--- src/dtm_pkg.sv ---
// dtm_pkg: shared types, codes and sizes for the deadline timer manager
// depends on nothing; used by every file in src
package dtm_pkg;

  localparam int NUM_TIMERS = 32;
  localparam int TIME_BITS  = 48;
  localparam int IDX_W      = (NUM_TIMERS > 1) ? $clog2(NUM_TIMERS) : 1;
  localparam int CNT_W      = $clog2(NUM_TIMERS + 1);
  localparam int MAX_OUT    = 32;
  localparam int EMIT_W     = $clog2(MAX_OUT + 1);
  localparam int ORD_W      = 32;
  localparam int REM_W      = 48;
  localparam int WIDE_W     = (TIME_BITS > REM_W) ? TIME_BITS : REM_W;

  // request kinds
  localparam logic [1:0] KIND_START  = 2'd0;
  localparam logic [1:0] KIND_STOP   = 2'd1;
  localparam logic [1:0] KIND_EXPIRE = 2'd2;
  localparam logic [1:0] KIND_NEXT   = 2'd3;

  // result status codes
  localparam logic [2:0] ST_ACK     = 3'd0;
  localparam logic [2:0] ST_REJECT  = 3'd1;
  localparam logic [2:0] ST_EXPIRED = 3'd2;
  localparam logic [2:0] ST_NEXT    = 3'd3;
  localparam logic [2:0] ST_NONE    = 3'd4;

  typedef struct packed {
    logic [1:0]  kind;
    logic [4:0]  slot;
    logic [31:0] duration;
    logic [47:0] now;
  } in_t;

  typedef struct packed {
    logic [2:0]  status;
    logic [4:0]  slot_res;
    logic [47:0] remaining;
    logic        last;
  } out_t;

  // running best candidate of a scan
  typedef struct packed {
    logic                 valid;
    logic [IDX_W-1:0]     idx;
    logic [TIME_BITS-1:0] dl;
    logic [ORD_W-1:0]     ord;
  } best_t;

endpackage

--- src/dtm_store.sv ---
// dtm_store: deadline and arm order memory, one write and one registered read port
// depends on dtm_pkg
module dtm_store (
  input  logic                          clk,
  input  logic                          wr_en,
  input  logic [dtm_pkg::IDX_W-1:0]     wr_addr,
  input  logic [dtm_pkg::TIME_BITS-1:0] wr_dl,
  input  logic [dtm_pkg::ORD_W-1:0]     wr_ord,
  input  logic [dtm_pkg::IDX_W-1:0]     rd_addr,
  output logic [dtm_pkg::TIME_BITS-1:0] rd_dl,
  output logic [dtm_pkg::ORD_W-1:0]     rd_ord
);

  logic [dtm_pkg::TIME_BITS-1:0] dl_mem  [dtm_pkg::NUM_TIMERS];
  logic [dtm_pkg::ORD_W-1:0]     ord_mem [dtm_pkg::NUM_TIMERS];

  // write port
  always_ff @(posedge clk) begin
    if (wr_en) begin
      dl_mem[wr_addr]  <= wr_dl;
      ord_mem[wr_addr] <= wr_ord;
    end
  end

  // registered read port
  always_ff @(posedge clk) begin
    rd_dl  <= dl_mem[rd_addr];
    rd_ord <= ord_mem[rd_addr];
  end

endmodule

--- src/dtm_cmp.sv ---
// dtm_cmp: shared compare unit keeping the earliest armed slot seen in a scan
// depends on dtm_pkg
module dtm_cmp (
  input  logic                          clk,
  input  logic                          rst_n,
  input  logic                          clear,
  input  logic                          take,
  input  logic [dtm_pkg::IDX_W-1:0]     idx,
  input  logic [dtm_pkg::TIME_BITS-1:0] dl,
  input  logic [dtm_pkg::ORD_W-1:0]     ord,
  output dtm_pkg::best_t                best
);

  dtm_pkg::best_t   best_r;
  logic             earlier;
  logic [dtm_pkg::ORD_W-1:0] ord_diff;

  // earlier deadline wins, ties go to the older arm order (wrapping)
  always_comb begin
    ord_diff = ord - best_r.ord;
    if (dl != best_r.dl) begin
      earlier = dl < best_r.dl;
    end else begin
      earlier = ord_diff[dtm_pkg::ORD_W-1];
    end
  end

  always_ff @(posedge clk) begin
    if (!rst_n || clear) begin
      best_r.valid <= 1'b0;
    end else if (take && (!best_r.valid || earlier)) begin
      best_r.valid <= 1'b1;
      best_r.idx   <= idx;
      best_r.dl    <= dl;
      best_r.ord   <= ord;
    end
  end

  assign best = best_r;

endmodule

--- src/deadline_timer_manager.sv ---
// deadline_timer_manager: top level, request sequencer, armed bits and result register
// depends on dtm_pkg, dtm_store, dtm_cmp
//
// Start and stop requests offer their result in the cycle after accept. Expire and next
// requests scan every slot through one compare unit, one slot per cycle, a pace set by
// the memory read port; an expire request runs one scan per expired slot plus a final
// one, up to 32 results.
// One request is handled at a time; in_ready is low until its last beat is taken.
module deadline_timer_manager (
  input  logic           clk,
  input  logic           rst_n,
  input  logic           in_valid,
  output logic           in_ready,
  input  dtm_pkg::in_t   in_data,
  output logic           out_valid,
  input  logic           out_ready,
  output dtm_pkg::out_t  out_data
);

  localparam logic [1:0] S_IDLE   = 2'd0;
  localparam logic [1:0] S_SCAN   = 2'd1;
  localparam logic [1:0] S_DECIDE = 2'd2;
  localparam logic [1:0] S_OUT    = 2'd3;

  localparam int TB = dtm_pkg::TIME_BITS;
  localparam int WW = dtm_pkg::WIDE_W;

  logic [1:0]                      state_r;
  logic [dtm_pkg::NUM_TIMERS-1:0]  armed_r;
  logic [dtm_pkg::ORD_W-1:0]       order_r;
  logic [1:0]                      kind_r;
  logic [TB-1:0]                   now_r;
  logic [dtm_pkg::CNT_W-1:0]       scan_r;
  logic                            pv_r;
  logic [dtm_pkg::IDX_W-1:0]       pidx_r;
  logic [dtm_pkg::EMIT_W-1:0]      emit_r;
  logic                            pend_r;
  logic [dtm_pkg::IDX_W-1:0]       pend_idx_r;
  logic                            out_valid_r;
  dtm_pkg::out_t                   out_r;

  logic [WW-1:0]                   now_w;
  logic [TB-1:0]                   in_now;
  logic [TB:0]                     sum;
  logic [TB-1:0]                   dl_sat;
  logic                            bad_slot;
  logic [dtm_pkg::IDX_W-1:0]       in_idx;
  logic                            wr_en;
  logic                            issue;
  logic                            scan_clear;
  logic [dtm_pkg::TIME_BITS-1:0]   rd_dl;
  logic [dtm_pkg::ORD_W-1:0]       rd_ord;
  dtm_pkg::best_t                  best;
  logic                            due;
  logic [TB-1:0]                   diff;
  logic [WW-1:0]                   diff_w;
  logic [dtm_pkg::REM_W-1:0]       rem;

  // input decode and saturating deadline
  always_comb begin
    now_w    = WW'(in_data.now);
    in_now   = now_w[TB-1:0];
    sum      = {1'b0, in_now} + (TB+1)'(in_data.duration);
    dl_sat   = sum[TB] ? {TB{1'b1}} : sum[TB-1:0];
    bad_slot = 32'(in_data.slot) >= 32'(dtm_pkg::NUM_TIMERS);
    in_idx   = dtm_pkg::IDX_W'(in_data.slot);
  end

  assign in_ready  = (state_r == S_IDLE) && !out_valid_r;
  assign out_valid = out_valid_r;
  assign out_data  = out_r;

  assign wr_en = in_valid && in_ready && (in_data.kind == dtm_pkg::KIND_START) &&
                 (in_data.duration != '0) && !bad_slot;
  assign issue = (state_r == S_SCAN) && (scan_r < dtm_pkg::CNT_W'(dtm_pkg::NUM_TIMERS));
  assign scan_clear = (state_r != S_SCAN);

  dtm_store u_store (
    .clk     (clk),
    .wr_en   (wr_en),
    .wr_addr (in_idx),
    .wr_dl   (dl_sat),
    .wr_ord  (order_r),
    .rd_addr (scan_r[dtm_pkg::IDX_W-1:0]),
    .rd_dl   (rd_dl),
    .rd_ord  (rd_ord)
  );

  dtm_cmp u_cmp (
    .clk   (clk),
    .rst_n (rst_n),
    .clear (scan_clear),
    .take  (pv_r && armed_r[pidx_r]),
    .idx   (pidx_r),
    .dl    (rd_dl),
    .ord   (rd_ord),
    .best  (best)
  );

  // scan outcome
  always_comb begin
    due    = best.valid && (best.dl <= now_r) &&
             (emit_r < dtm_pkg::EMIT_W'(dtm_pkg::MAX_OUT));
    diff   = (best.dl > now_r) ? (best.dl - now_r) : '0;
    diff_w = WW'(diff);
    rem    = (diff_w > WW'({dtm_pkg::REM_W{1'b1}})) ? {dtm_pkg::REM_W{1'b1}}
                                                     : dtm_pkg::REM_W'(diff_w);
  end

  // sequencer
  always_ff @(posedge clk) begin
    if (!rst_n) begin
      state_r     <= S_IDLE;
      armed_r     <= '0;
      order_r     <= '0;
      out_valid_r <= 1'b0;
      pv_r        <= 1'b0;
      pend_r      <= 1'b0;
      emit_r      <= '0;
      scan_r      <= '0;
    end else begin
      pv_r   <= issue;
      pidx_r <= scan_r[dtm_pkg::IDX_W-1:0];
      if (issue) begin
        scan_r <= scan_r + 1'b1;
      end
      case (state_r)
        S_IDLE: begin
          if (in_valid && in_ready) begin
            kind_r <= in_data.kind;
            now_r  <= in_now;
            pend_r <= 1'b0;
            emit_r <= '0;
            scan_r <= '0;
            out_r.slot_res  <= in_data.slot;
            out_r.remaining <= '0;
            out_r.last      <= 1'b1;
            case (in_data.kind)
              dtm_pkg::KIND_START: begin
                state_r     <= S_OUT;
                out_valid_r <= 1'b1;
                if (in_data.duration == '0 || bad_slot) begin
                  out_r.status <= dtm_pkg::ST_REJECT;
                end else begin
                  out_r.status    <= dtm_pkg::ST_ACK;
                  armed_r[in_idx] <= 1'b1;
                  order_r         <= order_r + 1'b1;
                end
              end
              dtm_pkg::KIND_STOP: begin
                state_r     <= S_OUT;
                out_valid_r <= 1'b1;
                if (bad_slot) begin
                  out_r.status <= dtm_pkg::ST_REJECT;
                end else begin
                  out_r.status    <= dtm_pkg::ST_ACK;
                  armed_r[in_idx] <= 1'b0;
                end
              end
              default: begin
                state_r <= S_SCAN;
              end
            endcase
          end
        end
        S_SCAN: begin
          if (!issue && !pv_r) begin
            state_r <= S_DECIDE;
          end
        end
        S_DECIDE: begin
          out_r.remaining <= '0;
          out_r.slot_res  <= '0;
          if (kind_r == dtm_pkg::KIND_NEXT) begin
            out_r.last  <= 1'b1;
            out_valid_r <= 1'b1;
            state_r     <= S_OUT;
            if (best.valid) begin
              out_r.status    <= dtm_pkg::ST_NEXT;
              out_r.remaining <= rem;
            end else begin
              out_r.status <= dtm_pkg::ST_NONE;
            end
          end else if (due) begin
            // disarm the new earliest and hold it until the next scan tells if it is last
            armed_r[best.idx] <= 1'b0;
            emit_r            <= emit_r + 1'b1;
            pend_r            <= 1'b1;
            pend_idx_r        <= best.idx;
            scan_r            <= '0;
            if (pend_r) begin
              out_r.status   <= dtm_pkg::ST_EXPIRED;
              out_r.slot_res <= 5'(pend_idx_r);
              out_r.last     <= 1'b0;
              out_valid_r    <= 1'b1;
              state_r        <= S_OUT;
            end else begin
              state_r <= S_SCAN;
            end
          end else begin
            out_r.last  <= 1'b1;
            out_valid_r <= 1'b1;
            state_r     <= S_OUT;
            if (pend_r) begin
              out_r.status   <= dtm_pkg::ST_EXPIRED;
              out_r.slot_res <= 5'(pend_idx_r);
            end else begin
              out_r.status <= dtm_pkg::ST_NONE;
            end
          end
        end
        S_OUT: begin
          if (out_ready) begin
            out_valid_r <= 1'b0;
            state_r     <= out_r.last ? S_IDLE : S_SCAN;
          end
        end
        default: begin
          state_r <= S_IDLE;
        end
      endcase
    end
  end

  // a result beat is only offered from the output state
  assert property (@(posedge clk) disable iff (!rst_n) out_valid |-> (state_r == S_OUT))
    else $error("result offered outside output state");

  // no new request while a result waits
  assert property (@(posedge clk) disable iff (!rst_n) in_ready |-> !out_valid)
    else $error("input ready while result pending");

  // expire never emits more than the result limit
  assert property (@(posedge clk) disable iff (!rst_n)
    emit_r <= dtm_pkg::EMIT_W'(dtm_pkg::MAX_OUT))
    else $error("emit count beyond limit");

  // a non-final expired beat is always followed by another scan
  assert property (@(posedge clk) disable iff (!rst_n)
    (out_valid && out_ready && !out_data.last) |=> (state_r == S_SCAN))
    else $error("expire sequence lost its next scan");

endmodule
--- config.mk ---
export PLATFORM = sky130hd
export DESIGN_NAME = deadline_timer_manager
export DESIGN_NICKNAME = d
export VERILOG_FILES = /design/src/dtm_pkg.sv /design/src/dtm_store.sv /design/src/dtm_cmp.sv /design/src/deadline_timer_manager.sv
export SDC_FILE = /design/constraint.sdc
export NUM_CORES = 2
export LEC_CHECK = 0
export ABC_AREA = 1
export BUFFER_PORTS_ARGS = -buffer_cell sky130_fd_sc_hd__buf_2
export CAP_MARGIN = 20
export CORE_UTILIZATION = 25
export CTS_CLUSTER_SIZE = 28
export DETAILED_ROUTE_END_ITERATION = 10
export PLACE_DENSITY = 0.43
export SLEW_MARGIN = 20
export SYNTH_ARGS = -nofsm -noshare
export SYNTH_HDL_FRONTEND = slang
export SYNTH_SLANG_ARGS = --single-unit
export TNS_END_PERCENT = 50
--- constraint.sdc ---
create_clock -name clk -period 9 [get_ports clk]
set_input_delay 1.35 -clock clk [delete_from_list [all_inputs] [get_ports clk]]
set_output_delay 1.35 -clock clk [all_outputs]
set_load 0.01 [all_outputs]
==> flow_summary_export.csv <==
group,metric,value,unit
run_status,status,"complete, no violations",
worst_setup_path,cp-start-kind,"primary input",
synthesis,synth_common_cells,"2,762 x edfxtp_1, 1,873 x nor2_1, 1,661 x o21ai_0",
global_routing,grt_pass1_vias,78874,
layout,nets,10581,
sta,tns,0,ns
sta,hold_ws,0.435,ns
worst_setup_path,critical_path_class,"primary input to flip-flop",
worst_setup_path,worstSetupEndpoint,"u_store.ord_mem[6][20]",
clock_tree,cts_hold_buffers,0,
sta,fin_crit,5.45,ns
synthesis,synth.most_common_cell,"edfxtp_1",
worst_setup_path,regToRegStartpoint,"state_r[1]",
floorplanning,dieHeight,698,um
worst_setup_path,rrSetupSlack,3.67,ns
power_and_ir_drop,swShare,32.0,%
place,gp_congestion,0.904,
place,placement.io_buffers,149,
synthesis,synth_edf_count,2762,
sta,post-route-period-util,60.5,%
floorplanning,pin_count,150,
power_and_ir_drop,p_sw,0.0120,W
worst_setup_path,critical_path.max_fanout,43,
place,hpwlAfterDp,226,mm
sta,slew_headroom,23.2,%
power_and_ir_drop,pwr-share-clk,35.4,%
detailed_routing,drt_iter0_markers,7482,
synthesis,netlist.area_leader.share,68.4,%
layout,layout-drive-gt1-share,8.85,%
synthesis,yosysWarnings,0,
global_routing,grt.overflow.total,0,
floorplanning,rows,255,
power_and_ir_drop,p_comb_share,22.4,%
synthesis,synthArstFlopShare,0,%
worst_setup_path,cp.arrival,6.03,ns
detailed_routing,vias,81828,
sta,slew_violations,0,
sta,finalHoldViolations,0,
synthesis,seq_area_frac_synth,71.1,%
detailed_routing,first_pass_iters,5,
floorplanning,dieArea,488000,um^2
clock_tree,cts_buffer_depth,4,
synthesis,synth_top_area_cell,"edfxtp_1",
synthesis,synthCells,10255,
clock_tree,cts-buffers-inserted,333,
layout,area_growth,15.8,%
power_and_ir_drop,p_int,0.0254,W
global_routing,grt_max_degree,163,
power_and_ir_drop,seqPwrFrac,42.2,%
power_and_ir_drop,irDropWorstVdd,0.000185,V
global_routing,antenna_found_initial,25,
sta,worstMarginPinSlew,1.14,ns
floorplanning,die_x,698,um
detailed_routing,viasPerCell,4.80,
detailed_routing,wire_per_inst,24.1,um
worst_setup_path,cp-startpoint,"in_data[49]",
synthesis,synth_cell_types,56,
global_routing,grt_first_pass_wirelength,585,mm
clock_tree,clock-sinks,2924,
clock_tree,cts_resized,0,
synthesis,yosys_register_bits,2924,
sta,rsz0062_at_grt,"false",
layout,stdcell_count,17030,
synthesis,avgSynthCellArea,11.8,um^2
clock_tree,clk_latency,0.95,ns
floorplanning,initial_core_util,25.1,%
sta,fmax,184,MHz
power_and_ir_drop,leakage,49.1,nW
layout,utilization,29.1,%
place,place_inst,16416,
global_routing,grt_usage,16.2,%
sta,finalSetupViolations,0,
synthesis,ys_dominant_reg_cell,"edfxtp_1",
sta,fin_skew,0.0882,ns
worst_setup_path,r2r_end,"u_store.ord_mem[6][20]",
synthesis,synth_area_leaders,"edfxtp_1 68%, o21ai_0 6.9%, nor2_1 5.8%",
synthesis,syn_area,121000,um^2
worst_setup_path,rr_worst_depth,12,
clock_tree,clockRootBuffer,"clkbuf_16",
worst_hold_path,hold_class,"flip-flop to flip-flop",
run,max_cap_viol_count,0,
clock_tree,clkSlewWorstSetupHoldPaths,0.06,ns
clock_tree,cts_tree,"yes",
worst_setup_path,critical_path_required,9.58,ns
detailed_routing,drtAntennaViolNets,0,
clock_tree,htree_levels,5,
detailed_routing,wl,410,mm
clock_tree,post_cts_buffers,0,
detailed_routing,drc_errors,0,
floorplanning,core,483000,um^2
power_and_ir_drop,cellPowerDensity,266,nW/um^2
worst_setup_path,end_kind,"flip-flop",
synthesis,syn_nets,10509,
-- cell usage in the layout (no fill, tap or decap), types with 14 or more instances in the layout --
master     netlist  layout
clkbuf_8         0      21
a22oi_1         17      17
ha_1           161     161
nor2_1        1873    1839
nor3_1          58      58
clkinv_2         0      53
a21o_1          17      17
nor2_4           3      38
nand4_1         60      60
a31oi_1         20      20
dfxtp_1        162     154
or2_2           18      18
clkinv_1         3      67
o22ai_1        774     774
bufinv_16        0      15
nand3_2         14      32
buf_4            3     151
o31ai_1         25      24
buf_12           1      33
xnor2_1         26      26
buf_2           59     149
nand3_1        159     141
o21ai_0       1661    1656
inv_1          468     464
nor4_1          21      21
a21oi_1        287     286
xor2_1          37      37
clkbuf_1       493      72
o21bai_1        14      14
nand2_1        922     918
o21a_1          14      14
edfxtp_1      2762    2762
clkbuf_16        0     339
-- metrics by stage --
step           cell area, um^2  worst slack [ns]  total power [W]
2_1_floorplan           121000              2.22           0.0214
3_3_place_gp            130000              2.54           0.0245
3_5_place_dp            130000              2.52           0.0244
4_1_cts                 140000              3.54           0.0377
5_1_grt                 140000              3.37           0.0391
6_report                140000              3.55           0.0373
-- final cells by class --
class | instances | area [um^2]
antenna | 11 | 27.5
clock buffer | 432 | 9040
clock inverter | 170 | 1430
fill | 49617 | 342000
inverter | 480 | 1840
multi-input combinational | 6252 | 31300
sequential | 2924 | 86200
tap | 6425 | 8040
timing repair buffer | 336 | 2590
-- registers in the layout (all words and copies together), names as in the netlist, 2 cells and up, named ones only --
| name | flops |
|---|---|
| u_store.rd_dl | 48 |
| u_store.dl_mem | 1536 |
| u_store.ord_mem | 1024 |
| out_data | 57 |
| scan_r | 6 |
| now_r | 48 |
| pidx_r | 5 |
| emit_r | 6 |
| pend_idx_r | 5 |
| u_cmp.best | 86 |
| u_store.rd_ord | 32 |
| order_r | 32 |
| kind_r | 2 |
| state_r | 2 |
-- power groups by stage --
stage / clock network [W] / logic [W] / registers, W
after floorplan: 0 / 0.00545 / 0.0159
after CTS: 0.0135 / 0.00839 / 0.0158
final: 0.0132 / 0.00835 / 0.0158
after global routing: 0.0140 / 0.00927 / 0.0158
after global placement: 0 / 0.00840 / 0.0161
after detailed placement: 0 / 0.00837 / 0.0161
-- metal layers --
layer	GRT usage (%)	wire [um]
met4	4.00	10300
met3	1.95	20000
met5	0	27
met1	23.1	193000
met2	26.0	187000
-- logic make-up after synthesis --
family | share of synthesized area (%)
and+or+nand+nor | 10.4
xor gates and xnor gates | 0.455
DFF | 71.1
adders and majority gates | 1.69
AOI/OAI and AO/OA | 12.9
buffers and inverters | 3.45
-- how the worst min path moves through the flow --
stage,startpoint,endpoint,cells past startpoint
4_1_cts,u_store.rd_dl[13],u_cmp.best[45],0
5_1_grt,u_store.rd_dl[13],u_cmp.best[45],0
3_5_place_dp,u_store.rd_dl[9],u_cmp.best[41],0
3_3_place_gp,u_store.rd_dl[0],u_cmp.best[32],0
6_report,u_store.rd_dl[13],u_cmp.best[45],0
2_1_floorplan,scan_r[2],pidx_r[2],0
-- critical path, stage by stage --
cell,delay [ns]
buf_2,0.20
nor4_1,0.42
nand4_1,0.23
nor2_1,0.76
nor2_4,0.11
buf_4,0.30
inv_4,0.51
buf_4,0.80
nor2_4,0.39
buf_4,0.42
buf_4,0.40
Note: power is estimated with default switching activity, not from simulation.
